==> src/design/srf_pkg.sv <==
// ----------------------------------------------------------------------------
// srf_pkg: shared types and constants
// Register indexes, scale modes and fixed widths of the configuration port.
// ----------------------------------------------------------------------------
package srf_pkg;

  localparam int CFG_IDX_W   = 4;
  localparam int CFG_DATA_W  = 8;
  localparam int UPSCALE_W   = 8;
  localparam int MODE_W      = 2;
  localparam int FIT_MIN_DEN = 100;

  typedef logic [CFG_IDX_W-1:0] cfg_idx_t;

  localparam cfg_idx_t REG_MAX_UPSCALE = cfg_idx_t'(0);
  localparam cfg_idx_t REG_SCALE_MODE  = cfg_idx_t'(1);

  typedef enum logic [MODE_W-1:0] {
    MODE_LETTERBOX = 2'd0,
    MODE_FIT       = 2'd1,
    MODE_STRETCH   = 2'd2
  } scale_mode_t;

endpackage

==> src/design/srf_prep.sv <==
// ----------------------------------------------------------------------------
// srf_prep: dividend setup
// Picks the fit scale fraction, clamps it and builds the per-axis dividend
// and divisor; the other modes pass panel over source straight to the divider.
// ----------------------------------------------------------------------------
module srf_prep
  import srf_pkg::*;
#(
  parameter int D = 14,
  localparam int NW = 2*D+2,
  localparam int DW = D+1,
  localparam int SW = 4*D+1
) (
  input  logic                 clk,
  input  logic                 rst_n,
  input  logic                 in_valid,
  output logic                 in_ready,
  input  logic [D-1:0]         pw,
  input  logic [D-1:0]         ph,
  input  logic [D-1:0]         sw,
  input  logic [D-1:0]         sh,
  input  logic [UPSCALE_W-1:0] max_upscale,
  input  logic [MODE_W-1:0]    scale_mode,
  output logic                 out_valid,
  input  logic                 out_ready,
  output logic [SW-1:0]        out_side,
  output logic [1:0][NW-1:0]   out_num,
  output logic [1:0][DW-1:0]   out_div
);

  logic va_r, vb_r, vc_r, vd_r;
  logic rdy_a, rdy_b, rdy_c, rdy_d;
  logic [SW-1:0] side_a_r, side_b_r, side_c_r, side_d_r;
  logic [2*D-1:0] pa_r, pb_r;
  logic [D-1:0] num_b_r, den_b_r, num_c_r, den_c_r;
  logic [1:0][NW-1:0] num_d_r;
  logic [1:0][DW-1:0] div_d_r;

  logic sel, low, high;
  logic [D-1:0] num0, den0, num_b_nxt, den_b_nxt, num_c_nxt, den_c_nxt, mu;
  logic [D+7:0] prod_lo, prod_hi;
  logic [D-1:0] c_pw, c_ph, c_sw, c_sh;
  logic fit;
  logic [1:0][NW-1:0] num_d_nxt;
  logic [1:0][DW-1:0] div_d_nxt;

  assign rdy_d    = !vd_r || out_ready;
  assign rdy_c    = !vc_r || rdy_d;
  assign rdy_b    = !vb_r || rdy_c;
  assign rdy_a    = !va_r || rdy_b;
  assign in_ready = rdy_a;

  // smaller of the two axis ratios, then the 1/100 floor
  always_comb begin
    sel       = pa_r <= pb_r;
    num0      = sel ? side_a_r[4*D-1:3*D] : side_a_r[3*D-1:2*D];
    den0      = sel ? side_a_r[2*D-1:D]   : side_a_r[D-1:0];
    prod_lo   = (D+8)'(num0) * (D+8)'(FIT_MIN_DEN);
    low       = prod_lo < (D+8)'(den0);
    num_b_nxt = low ? D'(1) : num0;
    den_b_nxt = low ? D'(FIT_MIN_DEN) : den0;
  end

  // upscale cap
  always_comb begin
    mu        = D'(max_upscale);
    prod_hi   = (D+8)'(mu) * (D+8)'(den_b_r);
    high      = (mu != '0) && ((D+8)'(num_b_r) > prod_hi);
    num_c_nxt = high ? mu : num_b_r;
    den_c_nxt = high ? D'(1) : den_b_r;
  end

  // dividend 2*src*num + den over 2*den, or panel over source
  always_comb begin
    c_pw = side_c_r[4*D-1:3*D];
    c_ph = side_c_r[3*D-1:2*D];
    c_sw = side_c_r[2*D-1:D];
    c_sh = side_c_r[D-1:0];
    fit  = scale_mode == MODE_FIT;
    if (fit) begin
      num_d_nxt[0] = NW'({c_sw, 1'b0}) * NW'(num_c_r) + NW'(den_c_r);
      num_d_nxt[1] = NW'({c_sh, 1'b0}) * NW'(num_c_r) + NW'(den_c_r);
      div_d_nxt[0] = {den_c_r, 1'b0};
      div_d_nxt[1] = {den_c_r, 1'b0};
    end else begin
      num_d_nxt[0] = NW'(c_pw);
      num_d_nxt[1] = NW'(c_ph);
      div_d_nxt[0] = DW'(c_sw);
      div_d_nxt[1] = DW'(c_sh);
    end
  end

  always_ff @(posedge clk) begin
    if (!rst_n) begin
      va_r <= 1'b0;
      vb_r <= 1'b0;
      vc_r <= 1'b0;
      vd_r <= 1'b0;
    end else begin
      if (rdy_a) va_r <= in_valid;
      if (rdy_b) vb_r <= va_r;
      if (rdy_c) vc_r <= vb_r;
      if (rdy_d) vd_r <= vc_r;
    end
  end

  always_ff @(posedge clk) begin
    if (rdy_a && in_valid) begin
      side_a_r <= {(pw == '0) || (ph == '0) || (sw == '0) || (sh == '0), pw, ph, sw, sh};
      pa_r     <= (2*D)'(pw) * (2*D)'(sh);
      pb_r     <= (2*D)'(ph) * (2*D)'(sw);
    end
    if (rdy_b && va_r) begin
      side_b_r <= side_a_r;
      num_b_r  <= num_b_nxt;
      den_b_r  <= den_b_nxt;
    end
    if (rdy_c && vb_r) begin
      side_c_r <= side_b_r;
      num_c_r  <= num_c_nxt;
      den_c_r  <= den_c_nxt;
    end
    if (rdy_d && vc_r) begin
      side_d_r <= side_c_r;
      num_d_r  <= num_d_nxt;
      div_d_r  <= div_d_nxt;
    end
  end

  assign out_valid = vd_r;
  assign out_side  = side_d_r;
  assign out_num   = num_d_r;
  assign out_div   = div_d_r;

endmodule

==> config.mk <==
export PLATFORM = sky130hd
export DESIGN_NAME = srf_prep
export DESIGN_NICKNAME = d
export VERILOG_FILES = /design/src/design/srf_pkg.sv /design/src/design/srf_prep.sv
export SDC_FILE = /design/constraint.sdc
export NUM_CORES = 2
export LEC_CHECK = 0
export ABC_AREA = 1
export BUFFER_PORTS_ARGS = -buffer_cell sky130_fd_sc_hd__buf_4
export CORE_ASPECT_RATIO = 0.8
export CORE_MARGIN = 4
export CORE_UTILIZATION = 30
export CTS_CLUSTER_DIAMETER = 200
export DETAILED_ROUTE_END_ITERATION = 10
export SLEW_MARGIN = 25
export SYNTH_ARGS = -nofsm -noshare
export SYNTH_HDL_FRONTEND = slang
export SYNTH_SLANG_ARGS = --single-unit
==> constraint.sdc <==
create_clock -name clk -period 9.6 [get_ports clk]
set_clock_uncertainty 0.2 [all_clocks]
set_input_delay 0 -clock clk [delete_from_list [all_inputs] [get_ports clk]]
set_output_delay 0 -clock clk [all_outputs]
set_load 0.05 [all_outputs]
==> impl_summary.md <==
Run status
The run finished with clean final reports.

Floorplan
The core outline area is ~170000 um2. Measured along the x axis, the die boundary spans 468 um. The number of top-level pins is approximately 220. Row generation in the floorplan step produced 134 rows. For this configuration, the core starts out at a cell density of 0.303. The floorplan step set the die height to around 380 um.

The die outline area is roughly 180000 um2.

Layout
Summing all flip-flop and latch instances after layout gives 13000 um2. The final cell area excluding filler cells is 57200 um2. Compared with the post-synthesis result, the final layout area differs by 12.8%.

The combined area of the multi-input logic cells is around 31000 um2. The number of fillers in the final layout is 17300. The count of cells in the finished layout, fillers not included, comes to around 8400. The net count of the finished layout is roughly 7300.

Of the cells placed in the final design, the portion with a size suffix greater than 1 is 0.0632. Once layout is complete, the utilization of the core stands at 0.342.

Placement
The number of placed instances with taps included is slightly above 8000. The instance area after placement is between 50000 and 60000 um2. The number of I/O port buffers is between 200 and 250.

Once detailed placement completed, the half-perimeter wirelength came to between 100000 and 150000 um. Routability-driven placement finished with a final weighted congestion of just under 0.9.

Worst setup path
The biggest fanout along the worst timing path is 22. The cell with the most instances on the worst path is sky130_fd_sc_hd__inv_1. The worst setup path is captured at a flip-flop. For the worst setup path, the data required time is 9780 ps. The critical path is of the flip-flop to flip-flop type.

The slack of the worst reg-to-reg path is between 1500 and 2000 ps. The cell with the largest stage delay on the worst path is sky130_fd_sc_hd__edfxtp_1. STA puts the critical path data arrival time at between 7000 and 8000 ps. For this run, the slowest stage of the critical path takes 1000 ps. The worst setup path is launched from a flip-flop.

Synthesis
Of all flip-flops after synthesis, the portion carrying an async set or reset was 0. The number of nets in the synthesized netlist is 7149. The portion of netlist area occupied by mux cells is 0.00237.

The post-synthesis adder-cell area fraction is 0.388. During synthesis, Yosys emitted a total of 0 warnings. Of the total synthesized cell area, the portion taken by AND, OR, NAND and NOR gates is 0.165.

The post-synthesis compound-gate area fraction is 0.0453. The dominant combinational cell family by area after synthesis is adder cells. Each instance of the synthesized netlist takes up on average 8.60 um2. In this run, synthesis inferred 429 flip-flops with an integrated enable. The cell count after synthesis came out at approximately 5900.

In this run, synthesis produced a sequential element count of around 430. Of the total synthesized cell area, the portion taken by XOR and XNOR cells is 0.0193. The fraction of the yosys area taken by sequential cells is 0.256. The cell area after synthesis is roughly 50000 um2. The commonest register cell after synthesis is sky130_fd_sc_hd__edfxtp_1. Synthesis instantiated 54 different standard cells from the library.

Routing
The detailed router finished its first iteration with 2785 violations. In the routed layout, each cell is associated on average with a via count of around 4.6. The post-detailed-route DRC marker count is 0. The routed layout has about 38000 vias. The number of antenna-violating nets in the routed design is 0.

The per-cell routed wire length is roughly 18 um. The total routed wirelength is ~150000 um. For this run, the detailed router's first-pass iteration total came to 6.

GRT
For this run, the total global-route usage over all layers was measured as 0.174. The global-route wire length before repair is ~240000 um. The maximum number of pins on one net before global-route repair is ~130. The via count of the first global-routing pass was approximately 40000.

After global routing the overflow that remains totals 0. The number of antenna violations at the first check in global routing came to 0.

Timing
The final cycle utilization of the critical path is 0.802. The final hold violation count is 0. The minimum clock period after layout is just under 8000 ps. The max-slew violation count is 0. Setup violations remaining at the end of the flow were counted as 0. In the final timing run, aggregate negative setup slack is 0 ps. Derived from the worst setup path, the maximum achievable clock frequency is approximately 130 MHz. The worst-margin pin slew is about 1000 ps. The headroom to the max-slew limit is 0.308.

Setup repair after global routing left no endpoint under its margin.

Clock network
The number of buffers added for setup after CTS is 0. The tree built by TritonCTS fans out to 433 sinks. TritonCTS built the clock tree. The longest clock path from root to sink contains 3 buffers. The total CTS buffers is 52. The clock tree synthesis step divided the H-tree into 2 levels. The clock reaches the later pin of the worst-skew pair after roughly 640 ps. In this run the clock root is driven by a sky130_fd_sc_hd__clkbuf_16. After clock tree synthesis, the clock-pin slew on the worst setup and hold paths is 60 ps.

Flow run
Max-cap violations in this run came to 0.

Hold path
The worst hold path belongs to the class input port to flip-flop.
worst max-delay path, delay by kind of cell, from the launching register on:
kind	cells	cell delay (ps)
fa+ha+maj	8	3300
simple gates	15	1610
flops	1	1000
buf+inv	8	740
compound gates	1	410
xor+xnor	1	160
synthesized netlist by cell type, types with 2 or more instances:
| cell | count | share of area |
|---|---|---|
| sky130_fd_sc_hd__edfxtp_1 | 429 | 0.25 |
| sky130_fd_sc_hd__a21boi_0 | 4 | 0.00059 |
| sky130_fd_sc_hd__or2_1 | 2 | 0.00025 |
| sky130_fd_sc_hd__clkbuf_1 | 144 | 0.011 |
| sky130_fd_sc_hd__inv_1 | 1490 | 0.11 |
| sky130_fd_sc_hd__a21oi_2 | 6 | 0.0010 |
| sky130_fd_sc_hd__ha_1 | 537 | 0.13 |
| sky130_fd_sc_hd__buf_4 | 3 | 0.00044 |
| sky130_fd_sc_hd__mux2i_1 | 12 | 0.0024 |
| sky130_fd_sc_hd__nor4_1 | 16 | 0.0020 |
| sky130_fd_sc_hd__o21ai_1 | 6 | 0.00059 |
| sky130_fd_sc_hd__o21a_1 | 5 | 0.00074 |
| sky130_fd_sc_hd__buf_1 | 19 | 0.0014 |
| sky130_fd_sc_hd__nor3_1 | 23 | 0.0023 |
| sky130_fd_sc_hd__nand2_1 | 1600 | 0.12 |
| sky130_fd_sc_hd__inv_2 | 3 | 0.00022 |
| sky130_fd_sc_hd__o21bai_1 | 13 | 0.0019 |
| sky130_fd_sc_hd__nor3_2 | 5 | 0.00099 |
| sky130_fd_sc_hd__fa_1 | 647 | 0.26 |
| sky130_fd_sc_hd__buf_2 | 6 | 0.00059 |
| sky130_fd_sc_hd__nor2_2 | 8 | 0.00099 |
| sky130_fd_sc_hd__a21o_1 | 8 | 0.0012 |
| sky130_fd_sc_hd__o21ai_0 | 116 | 0.011 |
| sky130_fd_sc_hd__nand3_1 | 128 | 0.013 |
| sky130_fd_sc_hd__and2_1 | 5 | 0.00062 |
| sky130_fd_sc_hd__a221oi_1 | 3 | 0.00052 |
| sky130_fd_sc_hd__o31ai_1 | 7 | 0.0010 |
| sky130_fd_sc_hd__nand3_2 | 5 | 0.00099 |
| sky130_fd_sc_hd__a21oi_4 | 2 | 0.00064 |
| sky130_fd_sc_hd__dfxtp_1 | 4 | 0.0016 |
| sky130_fd_sc_hd__nand4_1 | 52 | 0.0064 |
| sky130_fd_sc_hd__xnor2_1 | 48 | 0.0083 |
| sky130_fd_sc_hd__a21oi_1 | 225 | 0.022 |
| sky130_fd_sc_hd__nor2_1 | 186 | 0.014 |
| sky130_fd_sc_hd__nor2_4 | 4 | 0.00089 |
| sky130_fd_sc_hd__a31oi_1 | 17 | 0.0021 |
| sky130_fd_sc_hd__nand2_2 | 15 | 0.0019 |
| sky130_fd_sc_hd__o211ai_1 | 2 | 0.00030 |
| sky130_fd_sc_hd__nand3b_1 | 12 | 0.0018 |
| sky130_fd_sc_hd__xor2_1 | 64 | 0.011 |
sequential cells by signal (all words and copies together) (netlist names):
signal / cells
out_num: 60
out_side: 57
side_a_r: 57
side_b_r: 57
side_c_r: 57
out_div: 29
pa_r: 28
pb_r: 28
den_b_r: 14
den_c_r: 14
num_b_r: 14
num_c_r: 14
out_valid: 1
va_r: 1
vb_r: 1
vc_r: 1
kinds of logic after synthesis:
logic type | after synthesis
AOI/OAI and AO/OA | 420
muxes | 12
adders and majority gates | 1184
and+or+nand+nor | 2067
DFF | 433
buffers and inverters | 1667
xor gates and xnor gates | 112
worst paths after layout:
| check | end | cells after the start | start |
|---|---|---|---|
| worst min register to register | side_c_r[3] | 0 | side_b_r[3] |
| worst max-delay path | out_num[56] | 33 | num_c_r[5] |
| worst max register to register | out_num[56] | 33 | num_c_r[5] |
| worst min-delay path | side_a_r[40] | 2 | ph[12] |
placed cells by master, fill, tap and decap left out, types with 8 or more instances in the layout:
| cell type | instances |
|---|---|
| sky130_fd_sc_hd__inv_1 | 1488 |
| sky130_fd_sc_hd__nor2_1 | 183 |
| sky130_fd_sc_hd__buf_4 | 243 |
| sky130_fd_sc_hd__clkbuf_16 | 52 |
| sky130_fd_sc_hd__a21o_1 | 8 |
| sky130_fd_sc_hd__a31oi_1 | 17 |
| sky130_fd_sc_hd__nand2_2 | 16 |
| sky130_fd_sc_hd__nand3b_1 | 12 |
| sky130_fd_sc_hd__nor3_1 | 23 |
| sky130_fd_sc_hd__fa_1 | 647 |
| sky130_fd_sc_hd__dlygate4sd3_1 | 73 |
| sky130_fd_sc_hd__a21oi_1 | 225 |
| sky130_fd_sc_hd__edfxtp_1 | 429 |
| sky130_fd_sc_hd__nand4_1 | 52 |
| sky130_fd_sc_hd__nor4_1 | 16 |
| sky130_fd_sc_hd__xnor2_1 | 48 |
| sky130_fd_sc_hd__nand3_1 | 128 |
| sky130_fd_sc_hd__nor2_4 | 8 |
| sky130_fd_sc_hd__o21bai_1 | 13 |
| sky130_fd_sc_hd__clkinv_1 | 10 |
| sky130_fd_sc_hd__clkinv_2 | 11 |
| sky130_fd_sc_hd__nand2_1 | 1599 |
| sky130_fd_sc_hd__mux2i_1 | 12 |
| sky130_fd_sc_hd__o21ai_0 | 116 |
| sky130_fd_sc_hd__ha_1 | 537 |
| sky130_fd_sc_hd__xor2_1 | 64 |
area by class of cell:
cell class              count  share of cell area
diodes                      3            0.000131
clock buffers              56              0.0230
clock inverters            40             0.00726
inverters                1494              0.0981
multi-input cells        3795               0.550
flip-flops and latches    433               0.227
well taps                2244              0.0491
repair buffers            319              0.0455
metal layers:
metal  GRT usage  up-vias  wire, um
met4      0.0620        0      6070
met5           0        -         0
met2       0.296     1066     72600
li1            -    18300         -
met3      0.0272      220      8730
met1       0.222    18700     64200
stage by stage:
stage	hold slack (ps)	setup WS (ps)
after detailed placement	93.3	1940
after floorplan	-101	2010
after global routing	79.7	1280
final	113	1900
after CTS	55.8	1920
after global placement	83.8	2020
repair_timing:
| action | CTS | global route |
|---|---|---|
| resized for setup | 0 | 0 |
| hold buffers | 73 | 0 |
| hold endpoints to repair | 146 | 0 |
| endpoints found under the setup margin | 0 | 0 |
Power is not shown: default switching activity piles up to over one toggle a cycle in this logic, so the estimate is an artifact.
