===== src/design/srf_div_cell.sv =====
// ----------------------------------------------------------------------------
// srf_div_cell: one restoring division step
// Takes one dividend bit into the partial remainder for both axes and
// shifts one quotient bit in; a row of these forms the divider.
// ----------------------------------------------------------------------------
module srf_div_cell #(
  parameter int NW = 30,
  parameter int DW = 15,
  parameter int SW = 57
) (
  input  logic               clk,
  input  logic               rst_n,
  input  logic               in_valid,
  output logic               in_ready,
  input  logic [SW-1:0]      in_side,
  input  logic [1:0][DW-1:0] in_rem,
  input  logic [1:0][NW-1:0] in_num,
  input  logic [1:0][NW-1:0] in_quo,
  input  logic [1:0][DW-1:0] in_div,
  output logic               out_valid,
  input  logic               out_ready,
  output logic [SW-1:0]      out_side,
  output logic [1:0][DW-1:0] out_rem,
  output logic [1:0][NW-1:0] out_num,
  output logic [1:0][NW-1:0] out_quo,
  output logic [1:0][DW-1:0] out_div
);

  logic               valid_r;
  logic [SW-1:0]      side_r;
  logic [1:0][DW-1:0] rem_r, div_r, rem_nxt;
  logic [1:0][NW-1:0] num_r, quo_r, num_nxt, quo_nxt;
  logic [1:0][DW:0]   trial, diff;
  logic [1:0]         ge;

  assign in_ready = !valid_r || out_ready;

  always_comb begin
    for (int l = 0; l < 2; l++) begin
      trial[l]   = {in_rem[l], in_num[l][NW-1]};
      diff[l]    = trial[l] - {1'b0, in_div[l]};
      ge[l]      = trial[l] >= {1'b0, in_div[l]};
      rem_nxt[l] = ge[l] ? diff[l][DW-1:0] : trial[l][DW-1:0];
      num_nxt[l] = {in_num[l][NW-2:0], 1'b0};
      quo_nxt[l] = {in_quo[l][NW-2:0], ge[l]};
    end
  end

  always_ff @(posedge clk) begin
    if (!rst_n) begin
      valid_r <= 1'b0;
    end else if (in_ready) begin
      valid_r <= in_valid;
    end
  end

  always_ff @(posedge clk) begin
    if (in_ready && in_valid) begin
      side_r <= in_side;
      rem_r  <= rem_nxt;
      num_r  <= num_nxt;
      quo_r  <= quo_nxt;
      div_r  <= in_div;
    end
  end

  assign out_valid = valid_r;
  assign out_side  = side_r;
  assign out_rem   = rem_r;
  assign out_num   = num_r;
  assign out_quo   = quo_r;
  assign out_div   = div_r;

endmodule


===== config.mk =====
export PLATFORM = sky130hd
export DESIGN_NAME = srf_div_cell
export DESIGN_NICKNAME = d
export VERILOG_FILES = /design/src/design/srf_div_cell.sv
export SDC_FILE = /design/constraint.sdc
export NUM_CORES = 1
export LEC_CHECK = 0
export CAP_MARGIN = 15
export CORE_AREA = 2 2 186 188
export CTS_BUF_LIST = sky130_fd_sc_hd__clkbuf_8
export CTS_CLUSTER_SIZE = 20
export DETAILED_ROUTE_END_ITERATION = 8
export DIE_AREA = 0 0 188 190
export DONT_BUFFER_PORTS = 1
export SYNTH_ARGS = -nofsm -noshare
export SYNTH_HDL_FRONTEND = slang
export SYNTH_SLANG_ARGS = --single-unit

===== constraint.sdc =====
create_clock -name clk -period 8.79 [get_ports clk]
set_input_delay 2.637 -clock clk [delete_from_list [all_inputs] [get_ports clk]]
set_output_delay 2.637 -clock clk [all_outputs]
set_load 0.005 [all_outputs]

==> results.md, run 1 <==
* Clk Tree Root Cell: clkbuf_8
* Worst setup slack after layout at 3350 ps
* Placed cell count at 976
* Number of enable-type register cells in the synthesized netlist at approximately 240
* Setup repair after global routing missed its margin: false
* Total die area at 0.0357 mm2
* List of cells traversed by the critical path: nand2b_1
* Post-route antenna net violation count at 0
* Number of distinct library cells after synthesis at 51
* Top achievable clock speed at 0.184 GHz
* Core outline area at around 0.034 mm2
* First-pass iteration count of the detailed router at 4
* Capturing point of the worst reg2reg path: out_quo[6]
* Vias post-DR at 4727
* Part of the cycle the worst path needs at 0.619
* Total global routing track utilization at 0.135
* Final standard cell area without fillers at around 0.010 mm2
* Hold path startpoint: out_valid
* Postcts setup bufs at 0
* Setup_tns at 0 ps
* Worst setup skew after layout at around 19 ps
* Switching power summed over all nets at 607 uW
* Worst EP arrival at 2810 ps
* Critical path buffer and inverter count at 0
* Part of the total power dissipated in the clock network at 0.377
* Number of core rows at 68
* Final GP Congestion at 0.793
* TritonCTS clock tree: built
* DP Area at 0.00963 mm2
* Async set or reset register ratio after synthesis at 0
* Post-Place Setup Slack at 3140 ps
* Required time of the critical path at 6150 ps
* Internal reg-to-reg setup slack at 6150 ps
* Cell family contributing the most delay on the critical path: simple AND/OR/NAND/NOR gates
* CP Max Fanout at 3
* Kind of end point of the critical path: output port
* Final worst path period need at 5440 ps
* Wire length per cell at 24.8 um
* Via density per instance at 4.51
* Maximum number of pins on one net before global-route repair at 77
* Total power density per cell area at between 200 and 250 mW/mm2
* First-pass GRT wire length at 34200 um
* Library cell contributing the largest single delay on the critical path: nand2b_1
* Number of antenna violations at the first check in global routing at 4
* Number of cells traversed by the worst register-to-register path at 3
* Min-Delay Endpoint: out_valid
* Setup Crit Path Kind: input port to output port
* Sequential element share of the synthesized area at 0.777
* Part of the total power dissipated in sequential elements at 0.552
* Remaining design rule violation count at 0
* Filler Cells Inserted at around 3300
* Buffers from clock root to sink, at most at 3
* Final hold violation count at 0
* Number of resized instances in the post-cts repair step at 0
* Worst slew pin tran at 1000 ps
* Run status: finished, final reports clean
* Critical R2R Launch: out_valid
* Share of total power in combinational logic at 0.071
* Max-slew violation count at 0
* Slew headroom at 0.330
* Cell count of the worst hold path at 2
* Net Sw Frac at 0.241
* Sum of internal, switching and leakage power at 2520 uW
* Number of global-route vias before repair at ~4500
* Drt first-iter violations at 307
* Number of buffers inserted for hold repair after clock tree synthesis at 0
* Total grt overflow at 0
* Total number of H-tree levels at 2
* Clock input transition at the sequential cells of the worst setup and hold paths at about 60 ps
* Top flip-flop cell by instance count after synthesis: edfxtp_1
* Fraction of final layout cells sized beyond drive strength 1 at 0.139
* Clk sinks at 236
* Total of warnings raised by yosys at 0
* Number of top-level design ports at 480
* Startpoint type of the worst setup path: input port
* Skew-Pair Late Insertion Delay at about 530 ps
* Half-perimeter wire length of the detailed placement result at roughly 20000 um
* Port-buffer cells at 0
* Post-synthesis to final-layout area growth at 14.2%
* Area of the multi-input gates at 0.00180 mm2
* Sequential cell area at 0.00708 mm2
* Reported leakage power at about 0.0037 uW
* Nets at 837
* Internal power component at 1920 uW
* Number of setup violations in the final report at 0
* Register bit total from synthesis at around 240
* Largest voltage drop on the vdd net at 0.000119 V
* Per-instance average area after synthesis at 17.3 um2
* Final std cells w/o fill at 1048
* Total Wirelength at about 26000 um
* Area of the mapped netlist at about 0.009 mm2
* Die outline height at between 150 and 200 um
* Post-Syn Instances at 525
* Class of the tightest hold or removal check: register to register
* Width of the die at 188 um
* Number of buffers added by the clock tree synthesis step at 41
* Maximum Capacitance Violations at 0
* Delay of the slowest critical-path stage at around 170 ps
* Initial standard-cell utilization of the core at 0.268
* CP startpoint: out_ready
placed cells by master, fill, tap and decap left out, types with 8 or more instances in the layout:
master and count:
a21oi_1 32, clkbuf_8 42, edfxtp_1 235, ha_1 30, inv_1 49, mux2_2 9, nand2_1 13, nand2b_1 8
nor2_1 30, o21ai_0 14, xnor2_1 9, xor2_1 9
synth_stat cells, types with 5 or more instances:
master | instances | share of area
o21ai_0 | 14 | 0.0077
or3_1 | 5 | 0.0034
nor2_1 | 30 | 0.012
nand4_1 | 7 | 0.0048
nor3_1 | 7 | 0.0038
nand2b_1 | 8 | 0.0055
a21o_1 | 5 | 0.0041
mux2_4 | 5 | 0.0082
o21a_1 | 7 | 0.0058
edfxtp_1 | 235 | 0.78
xnor2_1 | 9 | 0.0087
a21oi_1 | 32 | 0.018
nand2_1 | 13 | 0.0054
mux2_2 | 9 | 0.011
inv_1 | 39 | 0.016
ha_1 | 30 | 0.041
xor2_1 | 9 | 0.0087
how the worst max path moves through the flow:
stage	slack (ps)	to	depth (start not counted)
after floorplan	20	out_div[0]	2
after global placement	3150	out_rem[14]	9
after detailed placement	3140	out_rem[14]	9
after CTS	3350	in_ready	1
after global routing	3340	in_ready	1
final	3350	in_ready	1
power groups by stage:
stage                     Combinational [uW]  Clock, uW  Sequential [uW]
after floorplan                          149          0             1400
after global placement                   175          0             1420
after detailed placement                 178          0             1420
after CTS                                179        995             1400
after global routing                     199       1040             1400
final                                    178        951             1390
sequential cells by signal, indices dropped and copies added, names as in the netlist:
signal and cells:
out_div 30, out_quo 60, out_rem 30, out_side 57, out_valid 1, out_num 58
stage by stage:
stage	hold slack (ps)	utilization
2_1_floorplan	537	-
3_3_place_gp	611	0.284
3_5_place_dp	616	0.284
4_1_cts	626	0.306
5_1_grt	646	0.306
6_report	619	0.306
metal layers:
metal,GRT usage,wire length (um),up-vias,share of wire
li1,-,-,2081,-
met1,0.140,9220,2278,0.35
met2,0.229,12900,311,0.50
met3,0.0730,3000,51,0.12
met4,0.0542,826,6,0.032
met5,0,48,-,0.0018
cell type report:
cell class	instances	share of cell area
sequential	236	0.681
multi-input combinational	242	0.174
timing repair buffer	4	0.00289
clock inverter	28	0.0176
clock buffer	42	0.0556
tap	455	0.0548
antenna	2	0.000482
inverter	39	0.0141
kinds of logic (layout without fill, tap and decap cells):
kind of cell / Yosys count / count (layout) / synth area share
buf+inv: 48 / 113 / 0.0252
fa+ha+maj: 32 / 32 / 0.0456
compound gates: 92 / 92 / 0.0694
other cells: 1 / 4 / 0.000412
flops: 236 / 236 / 0.777
simple gates: 84 / 84 / 0.0452
mux: 14 / 14 / 0.0194
xor+xnor: 18 / 18 / 0.0173
worst reg2reg max path, cell delays in order, from the launching register on:
cell	delay (ps)
dfxtp_1	340
nand2b_1	140
and2_4	790
buf_4	890
(Power assumes the default switching activity.)
==> run 2, diff against run 1 <==
--- a/config.mk
+++ b/config.mk
@@ -6,11 +6,11 @@
 export NUM_CORES = 1
 export LEC_CHECK = 0
 export CAP_MARGIN = 15
-export CORE_AREA = 2 2 186 188
+export CORE_AREA = 2 2 188 190
 export CTS_BUF_LIST = sky130_fd_sc_hd__clkbuf_8
 export CTS_CLUSTER_SIZE = 20
 export DETAILED_ROUTE_END_ITERATION = 8
-export DIE_AREA = 0 0 188 190
+export DIE_AREA = 0 0 190 192
 export DONT_BUFFER_PORTS = 1
 export SYNTH_ARGS = -nofsm -noshare
 export SYNTH_HDL_FRONTEND = slang
==> constraint.sdc (replaced) <==
create_clock -name clk -period 5.1 [get_ports clk]
set_input_delay 1.53 -clock clk [delete_from_list [all_inputs] [get_ports clk]]
set_output_delay 1.53 -clock clk [all_outputs]
set_load 0.005 [all_outputs]
==> run 2 against run 1 <==
  * Sequential share of layout area fell by 1.0 points
  * Combinational power is 78% higher
  * Sequential cell count is the same
  * Highest routed layer unchanged
  * Largest power group unchanged
==> results.md, run 2 (synthesized netlist as in run 1, its figures left out) <==
* Area of the multi-input gates at 0.00180 mm2 (unchanged)
* Number of global-route vias before repair at 4726 (+4.2%)
* Commonest non-fill, non-tap cell in the layout: edfxtp_1
* Total power density per cell area at 429 mW/mm2 (+77%)
* Total global routing track utilization at 0.134 (-0.00130)
* Initial standard-cell utilization of the core at 0.265 (-0.00266)
* Skew-Pair Late Insertion Delay at 570 ps (+40 ps)
* Vias post-DR at 4803 (+1.6%)
* Remaining design rule violation count at 0 (unchanged)
* Number of buffers added by the clock tree synthesis step at 40 (-2.4%)
* Width of the die at 190 um (+1.1%)
* Share of total power in combinational logic at 0.070 (about the same)
* Worst setup skew after layout at 28.0 ps (+9.04 ps)
* Required time of the critical path at 5410 ps (-740 ps)
* Clk sinks at 236 (unchanged)
* Post-Place Setup Slack at 676 ps (-2470 ps)
* Kind of end point of the critical path: register
* First-pass iteration count of the detailed router at 4 (unchanged)
* Setup_tns at 0 ps (unchanged)
* Sequential cell area at 0.00708 mm2 (unchanged)
* Part of the total power dissipated in sequential elements at 0.530 (-0.022)
* Largest voltage drop on the vdd net at 0.000270 V (+130%)
* Post-route antenna net violation count at 0 (unchanged)
* First-pass GRT wire length at 34200 um (about the same)
* Postcts setup bufs at 0 (unchanged)
* Drt first-iter violations at 305 (-0.65%)
* Number of buffers inserted for hold repair after clock tree synthesis at 0 (unchanged)
* Total Wirelength at 26100 um (+0.41%)
* Wire length per cell at 24.7 um (-0.54%)
* Switching power summed over all nets at 1060 uW (+74%)
* Core outline area at 0.0343 mm2 (+1.0%)
* Fraction of final layout cells sized beyond drive strength 1 at 0.155 (+0.0163)
* Worst slew pin tran at 708 ps (-296 ps)
* Top achievable clock speed at 0.261 GHz
* Worst setup slack after layout at 1270 ps (-2080 ps)
* Die outline height at 192 um (+1.1%)
* Clock input transition at the sequential cells of the worst setup and hold paths at 60 ps (about the same)
* Part of the total power dissipated in the clock network at 0.400 (+0.023)
* Clk Tree Root Cell: clkbuf_8
* Number of resized instances in the post-cts repair step at 0 (unchanged)
* Startpoint type of the worst setup path: input port
* Total number of H-tree levels at 2 (unchanged)
* Maximum Capacitance Violations at 0 (unchanged)
* Setup repair after global routing missed its margin: false
* Number of antenna violations at the first check in global routing at 11 (+7)
* Post-synthesis to final-layout area growth at 15.9%
* CP Max Fanout at 9 (+6)
* Buffers from clock root to sink, at most at 3 (unchanged)
* Half-perimeter wire length of the detailed placement result at 20100 um (+2.8%)
* Maximum number of pins on one net before global-route repair at 60 (-22%)
* Worst EP arrival at 4140 ps (+1330 ps)
* Part of the cycle the worst path needs at 0.751
* Final worst path period need at ~3800 ps
* Slew headroom at 0.528 (+0.198)
* Total grt overflow at 0 (unchanged)
* Filler Cells Inserted at 3333 (+1.6%)
* Internal reg-to-reg setup slack at 3200 ps (-2950 ps)
* Reported leakage power at 0.00375 uW (+2.2%)
* Number of top-level design ports at 480 (unchanged)
* Net Sw Frac at 0.234 (-0.00680)
* Internal power component at 3460 uW (+81%)
* Max reg flops at 60 (unchanged)
* Most frequent cells in the layout: edfxtp_1, inv_1, clkbuf_8, a21oi_1
* Class of the tightest hold or removal check: register to register
* DP Area at 0.00969 mm2 (+0.65%)
* Setup Crit Path Kind: input port to register
* TritonCTS clock tree: built
* Number of setup violations in the final report at 0 (unchanged)
* Final standard cell area without fillers at 0.0105 mm2 (+1.5%)
* Nets at 841 (+0.48%)
* Final hold violation count at 0 (unchanged)
* Run status: finished, final reports clean
* Final GP Congestion at 0.880 (+11%)
* Via density per instance at 4.54 (+0.65%)
* Max-slew violation count at 0 (unchanged)
* Total die area at 0.0365 mm2 (+2.1%)
* Number of core rows at 68 (unchanged)
* Port-buffer cells at 0 (unchanged)
-- run 2: cell types whose count changed in the layout (fill, tap and decap cells not counted), sizes merged --
| cell | before | now |
|---|---|---|
| clkinv | 11 | 17 |
| buf | 4 | 9 |
| clkinvlp | 4 | 2 |
| bufinv | 2 | 5 |
| diode | 2 | 3 |
| inv | 50 | 47 |
-- run 2: critical path: stages --
cell	delay (ps)
inv_1	20
ha_1	200
fa_1	390
nand2b_1	190
a21oi_1	300
o2111ai_1	200
a21oi_2	270
or2_1	400
buf_4	280
mux2_2	340
-- run 2: path summary, 6_finish.rpt --
path	startpoint	end	cells after the start
max	in_num[29]	out_rem[14]	10
min	out_valid	out_valid	2
max reg2reg	out_valid	out_div[10]	3
min reg2reg	out_valid	out_valid	2
-- run 2: area by class of cell --
| cell class | instances | area share |
|---|---|---|
| timing repair buffer | 9 | 0.00878 |
| antenna | 3 | 0.000712 |
| clock buffer | 42 | 0.0548 |
| sequential | 236 | 0.671 |
| multi-input combinational | 242 | 0.171 |
| inverter | 39 | 0.0139 |
| clock inverter | 32 | 0.0261 |
| tap | 455 | 0.0540 |
-- run 2: routing by layer --
layer	track usage	wire [um]	up-vias	share of wire
met5	0	111	-	0.0043
met3	0.0921	3680	58	0.14
met4	0.0465	680	16	0.026
met2	0.224	12800	337	0.49
li1	-	-	2102	-
met1	0.131	8840	2290	0.34
-- run 2: power groups by stage --
stage               clock, uW  combinational [uW]  sequential (uW)
floorplan                   0                 256             2400
global placement            0                 310             2440
detailed placement          0                 318             2440
CTS                      1880                 319             2400
global route             1960                 355             2410
finish                   1810                 316             2400
-- run 2: through the flow --
| stage | hold WS (ps) | utilization | cells | power, uW |
|---|---|---|---|---|
| 6_report | 594 | 0.308 | 1058 | 4520 |
| 5_1_grt | 632 | 0.308 | 1056 | 4720 |
| 4_1_cts | 602 | 0.307 | 1055 | 4600 |
| 3_5_place_dp | 592 | 0.283 | 981 | 2760 |
| 3_3_place_gp | 575 | 0.283 | 981 | 2750 |
| 2_1_floorplan | 536 | - | 526 | 2660 |
==> run 3, diff against run 2 <==
==> constraint.sdc (replaced) <==
create_clock -name clk -period 3.8 [get_ports clk]
set_input_delay 1.14 -clock clk [delete_from_list [all_inputs] [get_ports clk]]
set_output_delay 1.14 -clock clk [all_outputs]
set_load 0.005 [all_outputs]
==> run 3 against run 2 <==
  * Clock power increased by 36%
  * Power grew 35%
  * Highest routed layer unchanged
  * Largest power group unchanged
  * Clock-buffer cell count rose by 1
==> results.md, run 3 (synthesized netlist as in run 1, its figures left out) <==
* Maximum number of pins on one net before global-route repair at 74 (+23%)
* Setup Crit Path Kind: input port to register
* Total number of H-tree levels at 2 (unchanged)
* Total die area at 0.0365 mm2 (unchanged)
* Number of buffers inserted for hold repair after clock tree synthesis at 0 (unchanged)
* Setup_tns at 0 ps (unchanged)
* Drt first-iter violations at 288 (-5.6%)
* Fraction of final layout cells sized beyond drive strength 1 at 0.164 (+0.00864)
* Max reg flops at 60 (unchanged)
* Buffers from clock root to sink, at most at 3 (unchanged)
* Remaining design rule violation count at 0 (unchanged)
* Number of top-level design ports at 480 (unchanged)
* Most frequent cells in the layout: edfxtp_1, inv_1, clkbuf_8, a21oi_1
* Worst setup skew after layout at 21.5 ps (-6.53 ps)
* Final worst path period need at 2980 ps
* Width of the die at 190 um (unchanged)
* Final hold violation count at 0 (unchanged)
* Kind of end point of the critical path: register
* Post-route antenna net violation count at 0 (unchanged)
* Total Wirelength at 26500 um (+1.5%)
* First-pass iteration count of the detailed router at 4 (unchanged)
* Wire length per cell at 24.9 um (+0.82%)
* Final standard cell area without fillers at 0.0106 mm2 (+0.47%)
* Clk sinks at 236 (unchanged)
* Startpoint type of the worst setup path: input port
* Top achievable clock speed at 0.336 GHz
* Skew-Pair Late Insertion Delay at 570 ps (about the same)
* DP Area at 0.00972 mm2 (+0.36%)
* TritonCTS clock tree: built
* Class of the tightest hold or removal check: register to register
* Final GP Congestion at 0.851 (-3.3%)
* Number of core rows at 68 (unchanged)
* Postcts setup bufs at 0 (unchanged)
* Setup repair after global routing missed its margin: false
* Port-buffer cells at 0 (unchanged)
* Number of global-route vias before repair at 4628 (-2.1%)
* First-pass GRT wire length at 34600 um (+1.4%)
* Number of antenna violations at the first check in global routing at 10 (-1)
* Post-synthesis to final-layout area growth at 16.4%
* Maximum Capacitance Violations at 0 (unchanged)
* Initial standard-cell utilization of the core at 0.265 (unchanged)
* CP Max Fanout at 9 (unchanged)
* Number of buffers added by the clock tree synthesis step at 42 (+5.0%)
* Vias post-DR at 4831 (+0.58%)
* Number of cells traversed by the worst register-to-register path at 3 (unchanged)
* Part of the cycle the worst path needs at 0.784
* Max-slew violation count at 0 (unchanged)
* Via density per instance at 4.54 (about the same)
* Total grt overflow at 0 (unchanged)
* Largest voltage drop on the vdd net at 0.000352 V (+30%)
* Worst EP arrival at 3300 ps (-840 ps)
* Half-perimeter wire length of the detailed placement result at 19900 um (-0.95%)
* Total power density per cell area at 576 mW/mm2 (+34%)
* Nets at 846 (+0.59%)
* Post-Place Setup Slack at 287 ps (-389 ps)
* Worst setup slack after layout at 822 ps (-449 ps)
* Reported leakage power at 0.00376 uW (+0.32%)
* Total global routing track utilization at 0.135 (+0.00108)
* Commonest non-fill, non-tap cell in the layout: edfxtp_1
* Sum of internal, switching and leakage power at 6110 uW (+35%)
* Clock input transition at the sequential cells of the worst setup and hold paths at 60 ps (about the same)
* Run status: finished, final reports clean
* Die outline height at 192 um (unchanged)
* Number of setup violations in the final report at 0 (unchanged)
* Required time of the critical path at 4130 ps (-1280 ps)
* Cell count of the worst hold path at 2 (unchanged)
* Clk Tree Root Cell: clkbuf_8
* Number of resized instances in the post-cts repair step at 0 (unchanged)
* Core outline area at 0.0343 mm2 (unchanged)
[run 3: cell count changes in the layout (fill, tap and decap cells not counted), sizes merged]
cell    before  now
clkbuf      42   43
inv         47   43
buf          9   12
clkinv      17   23
diode        3    5
bufinv       5    4
[run 3: final timing paths]
path              start           to  slack, ps
max          in_num[29]  out_rem[14]        820
min           out_valid    out_valid        590
max reg2reg   out_valid  out_quo[27]       2140
min reg2reg   out_valid    out_valid        590
[run 3: worst max-delay path, cell delays in order]
cell,delay [ps]
inv_1,20
ha_1,210
fa_1,400
nand2b_1,180
a21oi_1,270
o2111ai_1,200
a21oi_2,190
or2_1,130
buf_4,210
mux2_2,350
[run 3: final cells by class]
cell class | count | area [um2]
flip-flops and latches | 236 | 7080
repair buffers | 12 | 128
multi-input cells | 242 | 1800
clock buffers | 43 | 592
clock inverters | 33 | 272
diodes | 5 | 12.5
inverters | 39 | 146
well taps | 455 | 569
fillers | 3360 | 23700
[run 3: power by group]
group | switching (uW) | internal, uW | leakage, uW
Clock | 1110 | 1350 | 0.000455
Combinational | 253 | 181 | 0.00103
Sequential | 123 | 3100 | 0.00228
Total | 1490 | 4620 | 0.00376
[run 3: per-stage QoR]
step                       util  hold slack, ps  cells
after global placement    0.284             587    984
after floorplan               -             546    526
final                     0.309             593   1065
after CTS                 0.309             586   1060
after global routing      0.309             590   1061
after detailed placement  0.284             598    984
[run 3: per-layer routing]
metal,part of all wire,vias to the layer above,track usage,routed length [um]
met5,0.0031,-,0,82
met2,0.48,326,0.220,12700
met1,0.38,2331,0.149,10100
li1,-,2115,-,-
met3,0.12,47,0.0758,3100
met4,0.021,12,0.0414,551
