===== src/design/srf_pkg.sv =====
// ----------------------------------------------------------------------------
// srf_pkg: shared types and constants
// Register indexes, scale modes and fixed widths of the configuration port.
// ----------------------------------------------------------------------------
package srf_pkg;

  localparam int CFG_IDX_W   = 4;
  localparam int CFG_DATA_W  = 8;
  localparam int UPSCALE_W   = 8;
  localparam int MODE_W      = 2;
  localparam int FIT_MIN_DEN = 100;

  typedef logic [CFG_IDX_W-1:0] cfg_idx_t;

  localparam cfg_idx_t REG_MAX_UPSCALE = cfg_idx_t'(0);
  localparam cfg_idx_t REG_SCALE_MODE  = cfg_idx_t'(1);

  typedef enum logic [MODE_W-1:0] {
    MODE_LETTERBOX = 2'd0,
    MODE_FIT       = 2'd1,
    MODE_STRETCH   = 2'd2
  } scale_mode_t;

endpackage


===== src/design/srf_post.sv =====
// ----------------------------------------------------------------------------
// srf_post: scale finish and placement
// Letterbox scale pick and multiply, fit size pass-through, stretch and
// zero-size cases, centering offsets and the output register.
// ----------------------------------------------------------------------------
module srf_post
  import srf_pkg::*;
#(
  parameter int D = 14,
  localparam int NW = 2*D+2,
  localparam int SW = 4*D+1
) (
  input  logic                 clk,
  input  logic                 rst_n,
  input  logic                 in_valid,
  output logic                 in_ready,
  input  logic [SW-1:0]        in_side,
  input  logic [1:0][NW-1:0]   in_quo,
  input  logic [UPSCALE_W-1:0] max_upscale,
  input  logic [MODE_W-1:0]    scale_mode,
  output logic                 out_valid,
  input  logic                 out_ready,
  output logic signed [D-1:0]  rect_x,
  output logic signed [D-1:0]  rect_y,
  output logic [D-1:0]         rect_width,
  output logic [D-1:0]         rect_height
);

  function automatic logic [D-1:0] half_off(input logic [D-1:0] p, input logic [NW-1:0] s);
    logic signed [NW:0] d;
    logic signed [NW:0] h;
    d = $signed({1'b0, NW'(p)}) - $signed({1'b0, s});
    h = d >>> 1;
    // round toward zero for negative odd differences
    if (d[NW] && d[0]) h = h + 1'b1;
    return h[D-1:0];
  endfunction

  logic v1_r, v2_r, vo_r;
  logic rdy1, rdy2, rdyo;
  logic [SW-1:0] side1_r, side2_r;
  logic [1:0][NW-1:0] quo1_r, size2_r, size2_nxt;
  logic [D-1:0] s_r, s_min, s_one, s_nxt, mu;
  logic signed [D-1:0] x_nxt, y_nxt, x_r, y_r;
  logic [D-1:0] w_nxt, h_nxt, w_r, h_r;

  assign rdyo     = !vo_r || out_ready;
  assign rdy2     = !v2_r || rdyo;
  assign rdy1     = !v1_r || rdy2;
  assign in_ready = rdy1;

  always_comb begin
    mu    = D'(max_upscale);
    s_min = (in_quo[0][D-1:0] < in_quo[1][D-1:0]) ? in_quo[0][D-1:0] : in_quo[1][D-1:0];
    s_one = (s_min == '0) ? D'(1) : s_min;
    s_nxt = ((mu != '0) && (s_one > mu)) ? mu : s_one;
  end

  always_comb begin
    if (scale_mode == MODE_FIT) begin
      size2_nxt = quo1_r;
    end else begin
      size2_nxt[0] = NW'(side1_r[2*D-1:D]) * NW'(s_r);
      size2_nxt[1] = NW'(side1_r[D-1:0]) * NW'(s_r);
    end
  end

  always_comb begin
    if (side2_r[SW-1]) begin
      x_nxt = '0;
      y_nxt = '0;
      w_nxt = side2_r[2*D-1:D];
      h_nxt = side2_r[D-1:0];
    end else if (scale_mode == MODE_STRETCH) begin
      x_nxt = '0;
      y_nxt = '0;
      w_nxt = side2_r[4*D-1:3*D];
      h_nxt = side2_r[3*D-1:2*D];
    end else begin
      x_nxt = $signed(half_off(side2_r[4*D-1:3*D], size2_r[0]));
      y_nxt = $signed(half_off(side2_r[3*D-1:2*D], size2_r[1]));
      w_nxt = size2_r[0][D-1:0];
      h_nxt = size2_r[1][D-1:0];
    end
  end

  always_ff @(posedge clk) begin
    if (!rst_n) begin
      v1_r <= 1'b0;
      v2_r <= 1'b0;
      vo_r <= 1'b0;
    end else begin
      if (rdy1) v1_r <= in_valid;
      if (rdy2) v2_r <= v1_r;
      if (rdyo) vo_r <= v2_r;
    end
  end

  always_ff @(posedge clk) begin
    if (rdy1 && in_valid) begin
      side1_r <= in_side;
      quo1_r  <= in_quo;
      s_r     <= s_nxt;
    end
    if (rdy2 && v1_r) begin
      side2_r <= side1_r;
      size2_r <= size2_nxt;
    end
    if (rdyo && v2_r) begin
      x_r <= x_nxt;
      y_r <= y_nxt;
      w_r <= w_nxt;
      h_r <= h_nxt;
    end
  end

  assign out_valid   = vo_r;
  assign rect_x      = x_r;
  assign rect_y      = y_r;
  assign rect_width  = w_r;
  assign rect_height = h_r;

endmodule


===== config.mk =====
export PLATFORM = sky130hd
export DESIGN_NAME = srf_post
export DESIGN_NICKNAME = d
export VERILOG_FILES = /design/src/design/srf_pkg.sv /design/src/design/srf_post.sv
export SDC_FILE = /design/constraint.sdc
export NUM_CORES = 1
export LEC_CHECK = 0
export ABC_AREA = 1
export BUFFER_PORTS_ARGS = -buffer_cell sky130_fd_sc_hd__buf_2
export CAP_MARGIN = 20
export CORE_MARGIN = 10
export CORE_UTILIZATION = 40
export CTS_CLUSTER_SIZE = 12
export DETAILED_ROUTE_END_ITERATION = 7
export PLACE_DENSITY = 0.61
export REMOVE_ABC_BUFFERS = 1
export SYNTH_ARGS = -nofsm -noshare
export SYNTH_HDL_FRONTEND = slang
export SYNTH_SLANG_ARGS = --single-unit

===== constraint.sdc =====
create_clock -name clk -period 6.74 [get_ports clk]
set_clock_uncertainty 0.15 [all_clocks]
set_input_delay 1.011 -clock clk [delete_from_list [all_inputs] [get_ports clk]]
set_output_delay 1.011 -clock clk [all_outputs]
set_load 0.05 [all_outputs]

==> results of run 1 <==
## cells by family after synthesis
group / after synthesis / share of synthesized area [%]
compound gates: 268 / 5.47
xor+xnor: 20 / 0.633
fa+ha+maj: 519 / 31.2
buf+inv: 809 / 11.1
flops: 307 / 33.2
simple gates: 1254 / 18.4
## per-layer routing
| metal | global-route usage (%) | up-vias | wire (um) |
|---|---|---|---|
| met5 | 0 | - | 149 |
| met4 | 4.12 | 22 | 1480 |
| met3 | 3.89 | 100 | 5250 |
| met2 | 29.6 | 530 | 33600 |
| met1 | 24.4 | 10100 | 32100 |
| li1 | - | 10200 | - |
## power by group through the flow
| stage | Clock [mW] | Combinational (mW) | Sequential, mW |
|---|---|---|---|
| after floorplan | 0 | 5.06 | 2.67 |
| after global placement | 0 | 6.72 | 2.63 |
| after detailed placement | 0 | 6.73 | 2.64 |
| after CTS | 2.09 | 6.79 | 2.60 |
| after global routing | 2.16 | 7.83 | 2.62 |
| final | 2.03 | 6.77 | 2.60 |
## flip-flops by register name, summed over array words and instances (netlist names)
| register | cells |
|---|---|
| quo1_r | 60 |
| rect_width | 14 |
| side1_r | 57 |
| v2_r | 1 |
| s_r | 14 |
| size2_r | 60 |
| v1_r | 1 |
| rect_x | 14 |
| rect_y | 14 |
| rect_height | 14 |
| side2_r | 57 |
| out_valid | 1 |
## how the worst min path moves through the flow
stage | startpoint | end | depth (start not counted)
CTS | side1_r[39]$_DFFE_PP_ | side2_r[39]$_DFFE_PP_ | 0
global placement | side1_r[33]$_DFFE_PP_ | side2_r[33]$_DFFE_PP_ | 0
finish | side1_r[47]$_DFFE_PP_ | side2_r[47]$_DFFE_PP_ | 0
floorplan | side1_r[28]$_DFFE_PP_ | side2_r[28]$_DFFE_PP_ | 0
global route | side1_r[39]$_DFFE_PP_ | side2_r[39]$_DFFE_PP_ | 0
detailed placement | side1_r[47]$_DFFE_PP_ | side2_r[47]$_DFFE_PP_ | 0
## cell usage after synthesis, types with 3 or more instances
cell type	n
sky130_fd_sc_hd__o21a_1	5
sky130_fd_sc_hd__a21o_1	8
sky130_fd_sc_hd__xnor2_1	8
sky130_fd_sc_hd__fa_1	284
sky130_fd_sc_hd__nand3b_1	4
sky130_fd_sc_hd__nor2_1	160
sky130_fd_sc_hd__o21ai_1	5
sky130_fd_sc_hd__nand2_1	891
sky130_fd_sc_hd__buf_1	14
sky130_fd_sc_hd__nand2_2	6
sky130_fd_sc_hd__nor3_1	17
sky130_fd_sc_hd__xor2_1	12
sky130_fd_sc_hd__or2_2	25
sky130_fd_sc_hd__a21oi_1	108
sky130_fd_sc_hd__a31oi_1	38
sky130_fd_sc_hd__ha_1	235
sky130_fd_sc_hd__o21ai_2	3
sky130_fd_sc_hd__o21bai_1	10
sky130_fd_sc_hd__edfxtp_1	304
sky130_fd_sc_hd__nand3_1	109
sky130_fd_sc_hd__inv_1	708
sky130_fd_sc_hd__nor4_1	10
sky130_fd_sc_hd__a21oi_2	3
sky130_fd_sc_hd__dfxtp_1	3
sky130_fd_sc_hd__nand4_1	25
sky130_fd_sc_hd__clkbuf_1	80
sky130_fd_sc_hd__o21ai_0	76
## area by class of cell
type	count	area, um^2
Fill cell	6675	37600
Multi-Input combinational cell	2061	15400
Sequential cell	307	9190
Inverter	710	2670
Timing Repair Buffer	244	1370
Tap cell	931	1160
Clock buffer	45	956
Clock inverter	20	244
Antenna cell	3	7.51
==> out/summary.txt, run 1 <==
POWER AND IR DROP
--------------------------------------------------------------------------------------------------
Part of the total power dissipated in combinational logic                                    59.4%
Overall power                                                                              11.4 mW
Power per cell area                                                                    367 mW/mm^2
Clk network pwr share                                                                        17.8%
Internal cell power                                                                        6.19 mW
Standby leakage power                                                                      16.1 nW
Reported net switching power                                                               5.21 mW
Worst-case vdd ir drop                                                                  0.000372 V
Part of the total power dissipated in sequential elements                                    22.8%
Switching share of power                                                                     45.7%

FLOORPLAN
--------------------------------------------------------------------------------------------------
Number of top-level pins                                                                       189
Std-Cell Core Area                                                                     0.0686 mm^2
Initial Util                                                                                 40.3%
Height of the chip                                                                          283 um
Die width                                                                                   283 um
Row cnt                                                                                         96
Die Outline Area                                                                       0.0801 mm^2

PLACEMENT
--------------------------------------------------------------------------------------------------
Total of buffers placed on input and output ports                                              188
Placer congestion estimate                                                                   0.886
Placed inst area                                                                       0.0298 mm^2
Placement-stage worst setup slack                                                         0.440 ns
Cell Count Post-Placement                                                                     4253
HPWL Detailed                                                                             58100 um

STA
--------------------------------------------------------------------------------------------------
Final setup TNS                                                                               0 ns
Final worst-path setup slack                                                              0.427 ns
Slew at the pin with the worst max-slew slack                                              1.05 ns
Peak clock frequency supported by timing                                                 0.158 GHz
Final number of hold-violating endpoints                                                         0
Min Tclk post-route                                                                        6.31 ns
Worst max-slew margin expressed relative to the limit                                        30.1%
Unrepaired setup endpoints after global routing                                              false
Fin Hold WS                                                                               0.266 ns
Slew Limit Fails                                                                                 0
Final setup viols                                                                                0
Post-route fraction of the period consumed by the critical path                              93.7%

SETUP PATH
--------------------------------------------------------------------------------------------------
Kind of capture point of the worst setup path                                             register
Beginning of the critical path                                                        s_r[4]$_DFFE_PP_
Cell family with most CP delay                                                         adder cells
Stages on the worst setup path                                                                  26
Slowest-stage cell, CP                                                                sky130_fd_sc_hd__edfxtp_1
Critical path class                                                                     reg -> reg
Startpoint type of the worst setup path                                                   register
Worst R2R Setup Slack                                                                      0.43 ns
Path depth of the worst reg2reg path                                                            26
Required time at the worst-slack endpoint                                                  6.90 ns
Worst Path Buf+Inv                                                                               8
Worst setup path endpoint                                                             size2_r[54]$_DFFE_PP_
Worst stage delay on the critical path                                                     0.56 ns
Endpoint of the worst-slack reg-to-reg timing path                                    size2_r[54]$_DFFE_PP_
Arrival time worst endpoint                                                                6.47 ns
Library cell appearing most often on the critical path                                sky130_fd_sc_hd__inv_1
Critical path peak fanout                                                                       19
Worst flop-to-flop path startpoint                                                    s_r[4]$_DFFE_PP_

SYNTHESIS
--------------------------------------------------------------------------------------------------
Area of the mapped netlist                                                             0.0277 mm^2
Cells after Synth                                                                             3177
Average cell area after synthesis                                                        8.70 um^2
Dominant synthesized flop cell                                                        sky130_fd_sc_hd__edfxtp_1
Yosys synthesis warning count                                                                    0
Count of distinct cell types in the synthesized netlist                                         43
Cell taking the most area after synthesis                                             sky130_fd_sc_hd__edfxtp_1
Sequential fraction of the synthesis area                                                    33.2%
Top area cells in the synthesized netlist                                             sky130_fd_sc_hd__edfxtp_1 (33%), sky130_fd_sc_hd__fa_1 (21%), sky130_fd_sc_hd__nand2_1 (12%), sky130_fd_sc_hd__ha_1 (11%), sky130_fd_sc_hd__inv_1 (9.6%)
Post-synthesis async set-or-reset flop share                                                    0%
Number of enable flip-flop cells after synthesis                                               304
Total of flip-flops plus latches after synthesis                                               307
Top cell type's share of synthesized area                                                    33.0%

FINAL LAYOUT
--------------------------------------------------------------------------------------------------
Synth-to-layout area growth                                                                  12.2%
Highest-count cells in the layout ignoring fill and taps                              sky130_fd_sc_hd__nand2_1 (891), sky130_fd_sc_hd__inv_1 (705), sky130_fd_sc_hd__edfxtp_1 (304)
Utilization after layout                                                                     45.2%
Final instance area                                                                    0.0310 mm^2
Most common cell after layout, fill and taps aside                                    sky130_fd_sc_hd__nand2_1
Fraction of final layout cells with drive strength greater than 1                            10.5%
Final non-filler cell total                                                                   4321
Nets@finish                                                                                   4011

CLOCK NETWORK
--------------------------------------------------------------------------------------------------
Clock transition time at the flip-flop clock pins of the worst setup and hold paths        0.07 ns
Number of setup buffers added after CTS                                                          0
Total of cells resized after clock tree synthesis                                                0
CTS HTree Levels                                                                                 2
Worst-skew pair later-pin latency                                                          0.58 ns
Clk buf depth                                                                                    3
Number of clock sinks                                                                          307
Clock buffers created by TritonCTS                                                              37
Root buffer cell                                                                      sky130_fd_sc_hd__clkbuf_16
TritonCTS clock tree                                                                          done
Hold bufs inserted after CTS                                                                     0

ROUTING
--------------------------------------------------------------------------------------------------
Number of iterations in the first detailed-routing pass                                          6
Vias per cell                                                                                 4.86
Antenna-violating nets left                                                                      0
Number of DRC violations after detailed routing                                                  0
Total length of routed wires                                                              72500 um
Routed via count                                                                             21000
Violation count after the first detailed-route iteration                                      1512
Routed length per placed instance                                                          16.8 um

OUTCOME
--------------------------------------------------------------------------------------------------
Result of the run                                                                     complete, no violations

GLOBAL ROUTE
--------------------------------------------------------------------------------------------------
Number of antenna violations at the first check in global routing                               14
Grt total ovfl                                                                                   0
Wire length of the first global-routing pass                                             117000 um
Via count of the first global-routing pass                                                   21100
Pin count of the biggest net entering global routing                                            84
Global Route Usage Sum                                                                       18.2%

JOB
--------------------------------------------------------------------------------------------------
Maximum capacitance violations                                                                   0

WORST HOLD PATH
--------------------------------------------------------------------------------------------------
Worst hold path type                                                                    reg -> reg

(Power assumes the default switching activity.)
==> run 2: changes to the inputs <==
--- a/config.mk
+++ b/config.mk
@@ -7,12 +7,12 @@
 export LEC_CHECK = 0
 export ABC_AREA = 1
 export BUFFER_PORTS_ARGS = -buffer_cell sky130_fd_sc_hd__buf_2
-export CAP_MARGIN = 20
+export CAP_MARGIN = 25
 export CORE_MARGIN = 10
-export CORE_UTILIZATION = 40
+export CORE_UTILIZATION = 63
 export CTS_CLUSTER_SIZE = 12
 export DETAILED_ROUTE_END_ITERATION = 7
-export PLACE_DENSITY = 0.61
+export PLACE_DENSITY = 0.87
 export REMOVE_ABC_BUFFERS = 1
 export SYNTH_ARGS = -nofsm -noshare
 export SYNTH_HDL_FRONTEND = slang
==> run 2 against run 1 <==
  * Register-to-register slack lost 0.08 ns
  * Worst hold slack lost 0.016 ns
  * Wire length shrank 5.0%
  * Clock power shrank 3%
  * Setup slack lost 0.079 ns
  * Via count grew 4.4%
  * Sequential share of layout area grew 0.51 points
  * Non-clock buffer count shrank 4
  * Sequential power is essentially flat
  * Critical path depth shrank 4
  * Highest routed layer unchanged
  * First-iteration DRC count grew 34%
  * Flip-flop and latch count is the same
==> out/summary.txt, run 2 (synthesized netlist as in run 1, its figures left out) <==
STA
--------------------------------------------------------------------------------------------------
Final number of hold-violating endpoints                                                         0   unchanged
Final setup TNS                                                                               0 ns   unchanged
Worst max-slew margin expressed relative to the limit                                        31.8%   +1.7 points
Peak clock frequency supported by timing                                                 0.156 GHz   -1.2%
Post-route fraction of the period consumed by the critical path                              94.8%   +1.2 points
Min Tclk post-route                                                                        6.39 ns   +0.0791 ns
Slew Limit Fails                                                                                 0   unchanged
Final setup viols                                                                                0   unchanged
Slew at the pin with the worst max-slew slack                                              1.02 ns   -0.0275 ns
Unrepaired setup endpoints after global routing                                              false

JOB
--------------------------------------------------------------------------------------------------
Maximum capacitance violations                                                                   0   unchanged

PLACEMENT
--------------------------------------------------------------------------------------------------
Total of buffers placed on input and output ports                                              188   unchanged
HPWL Detailed                                                                             53800 um   -7.4%
Placer congestion estimate                                                                   0.939   +5.9%
Placed inst area                                                                       0.0293 mm^2   -1.7%

SETUP PATH
--------------------------------------------------------------------------------------------------
Stages on the worst setup path                                                                  22   -15%
Worst setup path endpoint                                                             size2_r[24]$_DFFE_PP_
Arrival time worst endpoint                                                                6.55 ns   +0.08 ns
Required time at the worst-slack endpoint                                                  6.90 ns   about the same
Slowest-stage cell, CP                                                                sky130_fd_sc_hd__edfxtp_1
Critical path peak fanout                                                                       15   -4
Worst R2R Setup Slack                                                                      0.35 ns   -0.08 ns
Kind of capture point of the worst setup path                                             register
Endpoint of the worst-slack reg-to-reg timing path                                    size2_r[24]$_DFFE_PP_
Worst flop-to-flop path startpoint                                                    side1_r[18]$_DFFE_PP_
Cell family with most CP delay                                                         adder cells
Beginning of the critical path                                                        side1_r[18]$_DFFE_PP_
Worst Path Buf+Inv                                                                               5   -3
Critical Path, Cell by Cell                                                           nand2_1 -> inv_1 -> fa_1 -> inv_1 -> fa_1 -> inv_1 -> fa_1 -> fa_1 -> fa_1 -> inv_1 -> fa_1 -> inv_1 -> ha_1 -> a21oi_1 -> a21boi_0 -> nand2_1 -> nand2_1 -> nand3_1 -> a21o_1 -> or2_2 -> nand3_1 -> nand2_1
Startpoint type of the worst setup path                                                   register
Library cell appearing most often on the critical path                                sky130_fd_sc_hd__fa_1
Worst stage delay on the critical path                                                     0.63 ns   +0.07 ns
Critical path class                                                                     reg -> reg
Path depth of the worst reg2reg path                                                            22   -15%

FINAL LAYOUT
--------------------------------------------------------------------------------------------------
Top flop regs                                                                         quo1_r (60), size2_r (60)
Highest-count cells in the layout ignoring fill and taps                              sky130_fd_sc_hd__nand2_1 (891), sky130_fd_sc_hd__inv_1 (705), sky130_fd_sc_hd__edfxtp_1 (304)
Most common cell after layout, fill and taps aside                                    sky130_fd_sc_hd__nand2_1
Area taken by flip-flops and latches                                                  0.00919 mm^2   unchanged
Synth-to-layout area growth                                                                  10.3%
Number of fillers in the final layout                                                         3255   -51%
Final instance area                                                                    0.0305 mm^2   -1.7%
Area used by multi-input combinational logic                                           0.0154 mm^2   unchanged
Fraction of final layout cells with drive strength greater than 1                            10.2%   -0.21 points
Nets@finish                                                                                   4006   -0.12%

GLOBAL ROUTE
--------------------------------------------------------------------------------------------------
Global Route Usage Sum                                                                       26.3%   +8.2 points
Pin count of the biggest net entering global routing                                            95   +13%
Number of antenna violations at the first check in global routing                                7   -7
Wire length of the first global-routing pass                                             112000 um   -4.2%
Grt total ovfl                                                                                   0   unchanged
Via count of the first global-routing pass                                                   22300   +5.5%

POWER AND IR DROP
--------------------------------------------------------------------------------------------------
Standby leakage power                                                                      16.1 nW   -0.32%
Overall power                                                                              11.5 mW   +0.80%
Power per cell area                                                                    377 mW/mm^2   +2.5%
Worst-case vdd ir drop                                                                  0.000395 V   +6.4%

CLOCK NETWORK
--------------------------------------------------------------------------------------------------
CTS HTree Levels                                                                                 2   unchanged
Root buffer cell                                                                      sky130_fd_sc_hd__clkbuf_16
Clk buf depth                                                                                    3   unchanged
TritonCTS clock tree                                                                          done
Number of clock sinks                                                                          307   unchanged
Clock buffers created by TritonCTS                                                              36   -2.7%
Worst-skew pair later-pin latency                                                          0.56 ns   -0.02 ns
Clock transition time at the flip-flop clock pins of the worst setup and hold paths        0.06 ns   about the same
Hold bufs inserted after CTS                                                                     0   unchanged
Total of cells resized after clock tree synthesis                                                0   unchanged

FLOORPLAN
--------------------------------------------------------------------------------------------------
Height of the chip                                                                          230 um   -19%
Die width                                                                                   230 um   -19%
Row cnt                                                                                         76   -21%
Initial Util                                                                                 63.9%   +24 points
Die Outline Area                                                                       0.0527 mm^2   -34%
Std-Cell Core Area                                                                     0.0433 mm^2   -37%
Number of top-level pins                                                                       189   unchanged

WORST HOLD PATH
--------------------------------------------------------------------------------------------------
Worst hold path type                                                                    reg -> reg
Hold Crit Depth                                                                                  0   unchanged

ROUTING
--------------------------------------------------------------------------------------------------
Total length of routed wires                                                              68900 um   -5.0%
Violation count after the first detailed-route iteration                                      2031   +34%
Vias per cell                                                                                 5.53   +14%
Routed length per placed instance                                                          17.4 um   +3.6%
Number of iterations in the first detailed-routing pass                                          7   +1
Routed via count                                                                             21900   +4.4%
Antenna-violating nets left                                                                      0   unchanged
Number of DRC violations after detailed routing                                                  0   unchanged

OUTCOME
--------------------------------------------------------------------------------------------------
Result of the run                                                                     complete, no violations

## run 2: final cells by class
class	count	area share [%]
Clock buffer	46	3.14
Inverter	710	8.76
Tap cell	585	2.40
Clock inverter	14	0.632
Multi-Input combinational cell	2061	50.6
Sequential cell	307	30.1
Antenna cell	2	0.0164
Timing Repair Buffer	240	4.36
## run 2: what timing repair did
item,CTS,global route
hold endpoints to repair,0,0
setup endpoints to repair,0,1
buffers inserted,0,3
## run 2: per-stage QoR
step	utilization [%]	hold slack, ns	cells	setup slack [ns]
4_1_cts	70.4	0.255	3960	0.354
2_1_floorplan	-	0.250	3078	0.705
3_3_place_gp	67.8	0.253	3900	0.447
5_1_grt	70.5	0.267	3963	0.0239
3_5_place_dp	67.8	0.255	3900	0.378
6_report	70.5	0.251	3965	0.347
## run 2: report_power, final
part / switching, mW / leakage, nW / internal, mW
clock network: 0.797 / 0.555 / 1.16
logic: 4.37 / 12.6 / 2.56
registers: 0.126 / 2.94 / 2.48
total: 5.29 / 16.1 / 6.20
## run 2: how the worst min path moves through the flow
stage | start | endpoint | slack [ns]
2_1_floorplan | side1_r[28]$_DFFE_PP_ | side2_r[28]$_DFFE_PP_ | 0.25
6_report | side1_r[40]$_DFFE_PP_ | side2_r[40]$_DFFE_PP_ | 0.25
5_1_grt | side1_r[39]$_DFFE_PP_ | side2_r[39]$_DFFE_PP_ | 0.27
3_5_place_dp | side1_r[55]$_DFFE_PP_ | side2_r[55]$_DFFE_PP_ | 0.25
3_3_place_gp | side1_r[36]$_DFFE_PP_ | side2_r[36]$_DFFE_PP_ | 0.25
4_1_cts | side1_r[40]$_DFFE_PP_ | side2_r[40]$_DFFE_PP_ | 0.26
## run 2: worst register-to-register path, stage by stage, from the launching register on
cell and delay (ns):
sky130_fd_sc_hd__edfxtp_1 0.63, sky130_fd_sc_hd__nand2_1 0.17, sky130_fd_sc_hd__inv_1 0.06, sky130_fd_sc_hd__fa_1 0.49, sky130_fd_sc_hd__inv_1 0.05, sky130_fd_sc_hd__fa_1 0.54, sky130_fd_sc_hd__inv_1 0.05, sky130_fd_sc_hd__fa_1 0.49
sky130_fd_sc_hd__fa_1 0.53, sky130_fd_sc_hd__fa_1 0.54, sky130_fd_sc_hd__inv_1 0.05, sky130_fd_sc_hd__fa_1 0.53, sky130_fd_sc_hd__inv_1 0.04, sky130_fd_sc_hd__ha_1 0.36, sky130_fd_sc_hd__a21oi_1 0.20, sky130_fd_sc_hd__a21boi_0 0.27
sky130_fd_sc_hd__nand2_1 0.11, sky130_fd_sc_hd__nand2_1 0.07, sky130_fd_sc_hd__nand3_1 0.18, sky130_fd_sc_hd__a21o_1 0.22, sky130_fd_sc_hd__or2_2 0.26, sky130_fd_sc_hd__nand3_1 0.07, sky130_fd_sc_hd__nand2_1 0.06
## run 2: routing by layer
layer  vias to the layer above  part of all wire (%)  GRT usage, %
met4                         8                   3.3          9.15
met2                      1016                    47          43.0
met5                         -                 0.052             0
met1                     10500                    40          33.7
met3                       174                    10          6.49
li1                      10200                     -             -
